<file path="src/rtl/pdr_pkg.sv">
package pdr_pkg;

    localparam int PDR_DUTY_MAX = 1000;
    localparam int PDR_ADC_BITS = 12;

    localparam int CFG_W     = 20;
    localparam int CFG_IDX_W = 3;
    localparam int WORD_W    = 64;
    localparam int MUL_B_W   = 20;
    localparam int DIV_W     = 34;
    localparam int CNT_W     = 6;
    localparam int E_W       = 42;
    localparam int ES_W      = 43;
    localparam int S_W       = 56;
    localparam int T_W       = 44;
    localparam int DUTY_O_W  = 10;
    localparam int MV_W      = 16;

    localparam logic [DIV_W-1:0] FULL_SCALE_MUV = 34'd12000000000;
    localparam logic [WORD_W-1:0] TERM_LIM      = 64'd4398046511104;
    localparam logic [MV_W-1:0] MV_SAT           = 16'hFFFF;
    localparam logic [DIV_W-1:0] UV_PER_MV       = 34'd1000;

    typedef enum logic [CFG_IDX_W-1:0] {
        REG_KP      = 3'd0,
        REG_KI      = 3'd1,
        REG_KD      = 3'd2,
        REG_SP      = 3'd3,
        REG_STEP    = 3'd4,
        REG_PERIOD  = 3'd5,
        REG_INIT    = 3'd6,
        REG_ENABLE  = 3'd7
    } t_reg_idx;

    typedef enum logic {
        OP_MUL = 1'b0,
        OP_DIV = 1'b1
    } t_op;

    typedef struct packed {
        logic start;
        t_op  op;
    } t_arith_req;

    typedef struct packed {
        logic busy;
        logic done;
    } t_arith_rsp;

    typedef enum logic [3:0] {
        S_IDLE,
        S_MEAS,
        S_MV,
        S_INT,
        S_ITERM,
        S_DMUL,
        S_DDIV,
        S_INNER,
        S_DRIVE,
        S_SCALE,
        S_DIV,
        S_DONE
    } t_state;

endpackage

</file>
<file path="src/rtl/pdr_arith.sv">
module pdr_arith (
    input  logic                       i_clk,
    input  logic                       i_rst_n,
    input  pdr_pkg::t_arith_req        i_req,
    input  logic [pdr_pkg::WORD_W-1:0] i_a,
    input  logic [pdr_pkg::DIV_W-1:0]  i_b,
    output pdr_pkg::t_arith_rsp        o_rsp,
    output logic [pdr_pkg::WORD_W-1:0] o_result
);
    import pdr_pkg::*;

    logic              r_busy, n_busy;
    logic              r_done, n_done;
    t_op               r_op, n_op;
    logic [CNT_W-1:0]  r_cnt, n_cnt;
    logic [WORD_W-1:0] r_acc, n_acc;
    logic [WORD_W-1:0] r_a, n_a;
    logic [DIV_W-1:0]  r_b, n_b;
    logic [DIV_W-1:0]  r_rem, n_rem;
    logic [DIV_W:0]    trial;
    logic              ge;

    always_comb begin
        trial = {r_rem, r_acc[WORD_W-1]};
        ge    = trial >= {1'b0, r_b};
        n_busy = r_busy;
        n_done = 1'b0;
        n_op   = r_op;
        n_cnt  = r_cnt;
        n_acc  = r_acc;
        n_a    = r_a;
        n_b    = r_b;
        n_rem  = r_rem;
        if (i_req.start && !r_busy) begin
            n_busy = 1'b1;
            n_op   = i_req.op;
            n_b    = i_b;
            n_rem  = '0;
            n_a    = i_a;
            if (i_req.op == OP_MUL) begin
                n_acc = '0;
                n_cnt = CNT_W'(MUL_B_W - 1);
            end else begin
                n_acc = i_a;
                n_cnt = CNT_W'(WORD_W - 1);
            end
        end else if (r_busy) begin
            case (r_op)
                OP_MUL: begin
                    if (r_b[0]) n_acc = r_acc + r_a;
                    n_a = {r_a[WORD_W-2:0], 1'b0};
                    n_b = {1'b0, r_b[DIV_W-1:1]};
                end
                OP_DIV: begin
                    n_rem = ge ? DIV_W'(trial - {1'b0, r_b}) : trial[DIV_W-1:0];
                    n_acc = {r_acc[WORD_W-2:0], ge};
                end
                default: n_acc = r_acc;
            endcase
            n_cnt = r_cnt - 1'b1;
            if (r_cnt == '0) begin
                n_busy = 1'b0;
                n_done = 1'b1;
            end
        end
    end

    always_ff @(posedge i_clk) begin
        if (!i_rst_n) begin
            r_busy <= 1'b0;
            r_done <= 1'b0;
        end else begin
            r_busy <= n_busy;
            r_done <= n_done;
        end
        r_op  <= n_op;
        r_cnt <= n_cnt;
        r_acc <= n_acc;
        r_a   <= n_a;
        r_b   <= n_b;
        r_rem <= n_rem;
    end

    assign o_rsp.busy = r_busy;
    assign o_rsp.done = r_done;
    assign o_result   = r_acc;

endmodule

</file>
<file path="src/rtl/pid_duty_regulator.sv">
// Channel  Direction  Handshake                 Word
// input    in         i_in_valid / o_in_stall   i_adc_sample
// result   out        o_out_valid / i_out_stall o_duty, o_sample_mv
// config   in         i_cfg_we                  i_cfg_addr, i_cfg_data
//
// For an enabled sample one shared shift-add multiplier / restoring divider runs 5
// multiplies, each over the low 20 bits of the multiplier operand, and 4 divides, plus
// the sum, the hand-off and idle. Full duty, zero ki or a non-positive sum skip steps.
// A disabled sample goes from idle straight to the done state.
// Reset is synchronous, active low, and clears state.
// A stalled result holds in the output register; the next sample is taken meanwhile.
module pid_duty_regulator #(
    parameter int DUTY_MAX = pdr_pkg::PDR_DUTY_MAX,
    parameter int ADC_BITS = pdr_pkg::PDR_ADC_BITS
) (
    input  logic                          i_clk,
    input  logic                          i_rst_n,
    input  logic                          i_cfg_we,
    input  logic [pdr_pkg::CFG_IDX_W-1:0] i_cfg_addr,
    input  logic [pdr_pkg::CFG_W-1:0]     i_cfg_data,
    input  logic                          i_in_valid,
    output logic                          o_in_stall,
    input  logic [ADC_BITS-1:0]           i_adc_sample,
    output logic                          o_out_valid,
    input  logic                          i_out_stall,
    output logic [pdr_pkg::DUTY_O_W-1:0]  o_duty,
    output logic [pdr_pkg::MV_W-1:0]      o_sample_mv
);
    import pdr_pkg::*;

    localparam int DW = $clog2(DUTY_MAX + 1);
    localparam logic [DW-1:0] DUTY_TOP = DW'(DUTY_MAX);
    localparam int MEAS_W = ADC_BITS + 16;

    logic [19:0] r_kp, r_ki, r_kd;
    logic [15:0] r_sp, r_step;
    logic [9:0]  r_per, r_init;
    logic        r_en;

    t_state r_state, n_state;
    logic   r_go;

    logic [ADC_BITS-1:0]   r_sample;
    logic [MEAS_W-1:0]     r_meas;
    logic signed [E_W-1:0] r_e, r_prev;
    logic signed [ES_W-1:0] r_esum, r_de;
    logic signed [S_W-1:0] r_s;
    logic signed [T_W-1:0] r_iterm, r_dterm, r_inner;
    logic [WORD_W-1:0]     r_prod;
    logic [DW-1:0]         r_duty;
    logic [MV_W-1:0]       r_mv;
    logic                  r_fresh;

    logic                  r_out_valid;
    logic [DW-1:0]         r_out_duty;
    logic [MV_W-1:0]       r_out_mv;

    t_arith_req        req;
    t_arith_rsp        rsp;
    logic [WORD_W-1:0] op_a, res;
    logic [DIV_W-1:0]  op_b;

    logic [9:0]             per_eff;
    logic [DW-1:0]          init_sat;
    logic signed [E_W-1:0]  e_new;
    logic signed [S_W:0]    s_sum;
    logic [WORD_W-1:0]      q_mag;
    logic signed [T_W-1:0]  q_signed;
    logic signed [T_W+1:0]  inner_sum;
    logic signed [T_W-1:0]  inner_clamped;
    logic                   out_free;
    logic [DW+DUTY_O_W-1:0] duty_ext;

    pdr_arith u_arith (
        .i_clk    (i_clk),
        .i_rst_n  (i_rst_n),
        .i_req    (req),
        .i_a      (op_a),
        .i_b      (op_b),
        .o_rsp    (rsp),
        .o_result (res)
    );

    always_ff @(posedge i_clk) begin
        if (!i_rst_n) begin
            r_kp   <= 20'd1000;
            r_ki   <= 20'd1000;
            r_kd   <= '0;
            r_sp   <= '0;
            r_step <= 16'd806;
            r_per  <= 10'd2;
            r_init <= '0;
            r_en   <= 1'b0;
        end else if (i_cfg_we) begin
            case (t_reg_idx'(i_cfg_addr))
                REG_KP:     r_kp   <= i_cfg_data;
                REG_KI:     r_ki   <= i_cfg_data;
                REG_KD:     r_kd   <= i_cfg_data;
                REG_SP:     r_sp   <= i_cfg_data[15:0];
                REG_STEP:   r_step <= i_cfg_data[15:0];
                REG_PERIOD: r_per  <= i_cfg_data[9:0];
                REG_INIT:   r_init <= i_cfg_data[9:0];
                REG_ENABLE: r_en   <= i_cfg_data[0];
                default:    r_en   <= r_en;
            endcase
        end
    end

    assign per_eff  = (r_per == '0) ? 10'd1 : r_per;
    assign init_sat = (32'(r_init) > DUTY_MAX) ? DUTY_TOP : DW'(r_init);
    assign e_new    = $signed(E_W'(r_sp) * E_W'(1000)) - $signed(E_W'(r_meas));
    assign s_sum    = (r_esum < 0) ? ($signed({r_s[S_W-1], r_s}) - $signed(57'(res[52:0])))
                                   : ($signed({r_s[S_W-1], r_s}) + $signed(57'(res[52:0])));
    assign q_mag    = (res > TERM_LIM) ? TERM_LIM : res;
    assign inner_sum = (T_W+2)'(r_e) + (T_W+2)'(r_iterm) + (T_W+2)'(r_dterm);
    assign inner_clamped =
        (inner_sum > $signed((T_W+2)'(TERM_LIM))) ? $signed(T_W'(TERM_LIM)) :
        (inner_sum < -$signed((T_W+2)'(TERM_LIM))) ? -$signed(T_W'(TERM_LIM)) :
        inner_sum[T_W-1:0];
    assign out_free = !r_out_valid || !i_out_stall;

    always_comb begin
        q_signed = '0;
        case (r_state)
            S_ITERM: q_signed = r_s[S_W-1] ? -$signed(T_W'(q_mag)) : $signed(T_W'(q_mag));
            S_DDIV:  q_signed = r_de[ES_W-1] ? -$signed(T_W'(q_mag)) : $signed(T_W'(q_mag));
            default: q_signed = '0;
        endcase
    end

    always_comb begin
        op_a = '0;
        op_b = '0;
        req.op = OP_MUL;
        case (r_state)
            S_MEAS:  begin op_a = WORD_W'(r_sample); op_b = DIV_W'(r_step); end
            S_MV:    begin op_a = WORD_W'(r_meas); op_b = UV_PER_MV; req.op = OP_DIV; end
            S_INT:   begin
                op_a = WORD_W'(r_esum < 0 ? -r_esum : r_esum);
                op_b = DIV_W'(per_eff);
            end
            S_ITERM: begin
                op_a = WORD_W'(r_s < 0 ? -r_s : r_s);
                op_b = DIV_W'({r_ki, 1'b0});
                req.op = OP_DIV;
            end
            S_DMUL:  begin op_a = WORD_W'(r_de < 0 ? -r_de : r_de); op_b = DIV_W'(r_kd); end
            S_DDIV:  begin op_a = r_prod; op_b = DIV_W'(per_eff); req.op = OP_DIV; end
            S_DRIVE: begin op_a = WORD_W'(r_inner[T_W-2:0]); op_b = DIV_W'(r_kp); end
            S_SCALE: begin op_a = r_prod; op_b = DIV_W'(DUTY_MAX); end
            S_DIV:   begin op_a = r_prod; op_b = FULL_SCALE_MUV; req.op = OP_DIV; end
            default: op_a = '0;
        endcase
        req.start = r_go && (r_state != S_IDLE) && (r_state != S_INNER)
                    && (r_state != S_DONE);
    end

    always_comb begin
        n_state = r_state;
        case (r_state)
            S_IDLE:  if (i_in_valid) n_state = r_en ? S_MEAS : S_DONE;
            S_MEAS:  if (rsp.done) n_state = S_MV;
            S_MV:    if (rsp.done) begin
                if (r_duty != DUTY_TOP) n_state = S_INT;
                else n_state = (r_ki != '0) ? S_ITERM : S_DMUL;
            end
            S_INT:   if (rsp.done) n_state = (r_ki != '0) ? S_ITERM : S_DMUL;
            S_ITERM: if (rsp.done) n_state = S_DMUL;
            S_DMUL:  if (rsp.done) n_state = S_DDIV;
            S_DDIV:  if (rsp.done) n_state = S_INNER;
            S_INNER: n_state = (inner_sum > 0) ? S_DRIVE : S_DONE;
            S_DRIVE: if (rsp.done)
                n_state = (res >= WORD_W'(FULL_SCALE_MUV) || res == '0) ? S_DONE : S_SCALE;
            S_SCALE: if (rsp.done) n_state = S_DIV;
            S_DIV:   if (rsp.done) n_state = S_DONE;
            S_DONE:  if (out_free) n_state = S_IDLE;
            default: n_state = S_IDLE;
        endcase
    end

    always_ff @(posedge i_clk) begin
        if (!i_rst_n) begin
            r_state     <= S_IDLE;
            r_go        <= 1'b0;
            r_fresh     <= 1'b1;
            r_prev      <= '0;
            r_s         <= '0;
            r_duty      <= '0;
            r_mv        <= '0;
            r_iterm     <= '0;
            r_out_valid <= 1'b0;
        end else begin
            r_state <= n_state;
            r_go    <= (n_state != r_state) ? 1'b1 : (r_go && !req.start);
            r_out_valid <= (r_state == S_DONE && out_free) || (r_out_valid && i_out_stall);
            case (r_state)
                S_IDLE: if (i_in_valid && r_en && r_fresh) begin
                    r_duty  <= init_sat;
                    r_fresh <= 1'b0;
                end
                S_MV: if (rsp.done) begin
                    r_mv   <= (res > WORD_W'(MV_SAT)) ? MV_SAT : res[MV_W-1:0];
                    r_prev <= e_new;
                    if (r_ki == '0) r_iterm <= '0;
                end
                S_INT: if (rsp.done) begin
                    if (s_sum > $signed({2'b00, {(S_W-1){1'b1}}}))
                        r_s <= {1'b0, {(S_W-1){1'b1}}};
                    else if (s_sum < $signed({2'b11, {(S_W-1){1'b0}}}))
                        r_s <= {1'b1, {(S_W-1){1'b0}}};
                    else
                        r_s <= s_sum[S_W-1:0];
                end
                S_ITERM: if (rsp.done) r_iterm <= q_signed;
                S_INNER: if (inner_sum <= 0) r_duty <= '0;
                S_DRIVE: if (rsp.done) begin
                    if (res >= WORD_W'(FULL_SCALE_MUV)) r_duty <= DUTY_TOP;
                    else if (res == '0) r_duty <= '0;
                end
                S_DIV: if (rsp.done) r_duty <= DW'(res);
                default: r_s <= r_s;
            endcase
        end
    end

    always_ff @(posedge i_clk) begin
        case (r_state)
            S_IDLE:  if (i_in_valid) r_sample <= i_adc_sample;
            S_MEAS:  if (rsp.done) r_meas <= res[MEAS_W-1:0];
            S_MV:    if (rsp.done) begin
                r_e    <= e_new;
                r_esum <= ES_W'(e_new) + ES_W'(r_prev);
                r_de   <= ES_W'(e_new) - ES_W'(r_prev);
            end
            S_DMUL:  if (rsp.done) r_prod <= res;
            S_DDIV:  if (rsp.done) r_dterm <= q_signed;
            S_INNER: r_inner <= inner_clamped;
            S_DRIVE: if (rsp.done) r_prod <= res;
            S_SCALE: if (rsp.done) r_prod <= res;
            S_DONE:  if (out_free) begin
                r_out_duty <= r_duty;
                r_out_mv   <= r_mv;
            end
            default: r_prod <= r_prod;
        endcase
    end

    assign duty_ext    = {{DUTY_O_W{1'b0}}, r_out_duty};
    assign o_duty      = duty_ext[DUTY_O_W-1:0];
    assign o_sample_mv = r_out_mv;
    assign o_out_valid = r_out_valid;
    assign o_in_stall  = (r_state != S_IDLE);

    a_busy_stall: assert property (@(posedge i_clk) disable iff (!i_rst_n)
        (r_state != S_IDLE) |-> o_in_stall)
        else $error("sample taken while a sample is in work");
    a_duty_range: assert property (@(posedge i_clk) disable iff (!i_rst_n)
        o_out_valid |-> (32'(r_out_duty) <= DUTY_MAX))
        else $error("duty above full scale");
    a_unit_free: assert property (@(posedge i_clk) disable iff (!i_rst_n)
        req.start |-> !rsp.busy)
        else $error("arithmetic unit started while busy");
    a_result_out: assert property (@(posedge i_clk) disable iff (!i_rst_n)
        (r_state == S_DONE && out_free) |=> o_out_valid)
        else $error("finished word not presented");

endmodule
</file>
<file path="config.mk">
export PLATFORM = sky130hd
export DESIGN_NAME = pid_duty_regulator
export DESIGN_NICKNAME = d
export VERILOG_FILES = /design/src/rtl/pdr_pkg.sv /design/src/rtl/pdr_arith.sv /design/src/rtl/pid_duty_regulator.sv
export SDC_FILE = /design/constraint.sdc
export NUM_CORES = 2
export LEC_CHECK = 0
export BUFFER_PORTS_ARGS = -buffer_cell sky130_fd_sc_hd__buf_2
export CAP_MARGIN = 15
export CORE_ASPECT_RATIO = 0.7
export CORE_UTILIZATION = 30
export DETAILED_ROUTE_END_ITERATION = 7
export GPL_TIMING_DRIVEN = 1
export HOLD_SLACK_MARGIN = 0.02
export PLACE_DENSITY = 0.44
export RECOVER_POWER = 100
export SLEW_MARGIN = 20
export SYNTH_ARGS = -nofsm -noshare
export SYNTH_HDL_FRONTEND = slang
export SYNTH_HIERARCHICAL = 1
export SYNTH_SLANG_ARGS = --single-unit
</file>
<file path="constraint.sdc">
create_clock -name i_clk -period 9.1 [get_ports i_clk]
set_input_delay 0.91 -clock i_clk [delete_from_list [all_inputs] [get_ports i_clk]]
set_output_delay 0.91 -clock i_clk [all_outputs]
set_load 0.02 [all_outputs]
</file>
==> flow_metrics.tcl <==
set metrics [dict create \
    status "finished with violations" \
    violations "max-capacitance violations, max-slew violations" \
    max_freq_ghz 0.117 \
    critPathArrivalTime_ps 8980 \
    leakagePower_nw 23.1 \
    cp-startpoint "r_sp[1]" \
    switching_share 0.441 \
    root_buffer "clkbuf_16" \
    routed_wl_um 212000 \
    die_width_um 514 \
    postRouteAntennaNets 0 \
    port_buffers 67 \
    layout_setup_ws_ps 555 \
    layout-drive-gt1-share 0.0563 \
    whs_ps 337 \
    htreeDepth 3 \
    drc_errors 0 \
    max_stage_delay_ps 530 \
    rows 131 \
    slew_violations 1059 \
    cp_max_fo 8 \
    cts_hold_buf 0 \
    clk_path_buf_depth 3 \
    coreArea_um2 182000 \
    viasPerCell 5.55 \
    num-fill-cells 18965 \
    relSlewSlack -2.14 \
    post-place-ws_ps 444 \
    drv_cap 25 \
    clockPowerShare 0.220 \
    power.density_nw_per_um2 287 \
    clk_latency_ps 750 \
    r2r-start "r_sp[1]" \
    die_y_um 361 \
    dieArea_um2 186000 \
    cp_data_required_time_ps 9540 \
    cts_buffers 90 \
    yosysWarnings 6 \
    synth_cells 6303 \
    fin_crit_ps 8550 \
    cp-end-kind "register" \
    nets 6708 \
    finalSetupViolations 0 \
    worst_slew_pin_slew_ps 4700 \
    syn_avg_cell_area_um2 8.75 \
    wl_per_cell_um 24.2 \
    hold_class "input port to register" \
    grt_pass1_wl_um 311000 \
    fin_crit_sh 0.939 \
    first_pass_iters 6 \
    fin_worst_skew_ps 66.8 \
    worstSetupPathType "register to register" \
    clk_pin_slew_ps 70 \
    place_congestion 0.961 \
    instances_no_fill 8765 \
    grt_usage 0.223 \
    cp_slowest_cell "fa_1" \
    antenna_found_initial 9 \
    clock-sinks 785 \
    switching_power_mw 7.73 \
    postLayoutCellArea_um2 61200 \
    vias 48668 \
    power_frac_seq 0.307 \
    dpl_cell_area_um2 58400 \
    tritoncts "done" \
    syn2layout_area_growth_pct 10.9 \
    grt_max_degree 109 \
    dp.cells 8594 \
    multi_input_area_um2 32500 \
    final-hold-violation-count 0 \
    pin_count 68 \
    dp_hpwl_um 158000 \
    regArea_um2 20500 \
    internal-power_mw 9.79 \
    grt_overflow_total 0 \
    syn_area_um2 55100 \
    min_from "i_adc_sample[3]" \
    start_util 0.302 \
    peakVddDrop_v 0.000199 \
    critPathLaunchType "register" \
    drtIter0Drc 5276 \
    p_comb_frac 0.473 \
    grt_pass1_vias 44462 \
    final_core_util 0.335 \
]
## layout make-up
class	instances	area share
Timing Repair Buffer	173	0.0161
Multi-Input combinational cell	4888	0.532
Tap cell	2460	0.0503
Inverter	288	0.0178
Clock buffer	126	0.0407
Antenna cell	2	0.0000818
Clock inverter	43	0.00878
Sequential cell	785	0.335
## critical path: cells and delay by family, from the launching register on
family,cells,cell delay (ps)
AO/OA/AOI/OAI,15,2950
XOR/XNOR,1,220
adder cells (fa/ha/maj),7,3020
buffers and inverters,3,290
flip-flops,1,500
multiplexers,1,240
AND/OR/NAND/NOR,6,1020
## path summary, 6_finish.rpt
check	end	slack (ps)	depth (start not counted)
min	r_sample[3]	340	1
max reg2reg	r_de[28]	550	33
max	r_de[28]	550	33
min reg2reg	o_sample_mv[4]	440	0
## per-stage QoR
step | setup TNS, ps | power [mW]
detailed placement | 0 | 13.5
global route | -13.6 | 18.6
CTS | 0 | 17.5
global placement | 0 | 13.5
floorplan | 0 | 11.0
finish | 0 | 17.5
## layout by cell type (no fill, tap or decap), drive strengths merged, types with 53 or more instances in the layout
master and count:
fa 104, nand4 59, clkbuf 200, nand2 839
nand3 138, xor2 153, xnor2 270, a22oi 85
a21oi 721, o21bai 53, o31ai 54, o21ai 445
nor3 118, buf 99, a21o 135, nor2 398
edfxtp 474, a31oi 56, ha 338, or3 66
dfxtp 311, inv 289
## timing repair
action                                  CTS  global route
endpoints found under the setup margin    0             6
resized for setup                         0             5
buffers inserted                          0             0
## metal layers
metal,vias up,track usage,part of all wire
met1,23966,0.355,0.52
met4,4,0.0392,0.016
li1,22779,-,-
met5,-,0,0.00013
met3,185,0.0462,0.082
met2,1734,0.300,0.39
## power by group through the flow
stage / sequential [mW] / clock (mW) / combinational [mW]
2_1_floorplan: 5.14 / 0 / 5.88
3_3_place_gp: 5.40 / 0 / 8.12
3_5_place_dp: 5.40 / 0 / 8.10
4_1_cts: 5.33 / 3.95 / 8.16
5_1_grt: 5.44 / 4.09 / 9.10
6_report: 5.38 / 3.86 / 8.28
## registers in the layout (all words and copies together), names as in the netlist, 16 cells and up
register / cells
o_sample_mv: 16
r_de: 29
r_dterm: 44
r_e: 29
r_esum: 30
r_inner: 43
r_iterm: 44
r_kd: 20
r_ki: 20
r_kp: 20
r_meas: 28
r_mv: 16
r_prev: 29
r_prod: 64
r_s: 56
r_sp: 16
r_step: 16
u_arith/o_result: 64
u_arith/r_a: 64
u_arith/r_b: 34
u_arith/r_rem: 34
Note: power is estimated with default switching activity, not from simulation.
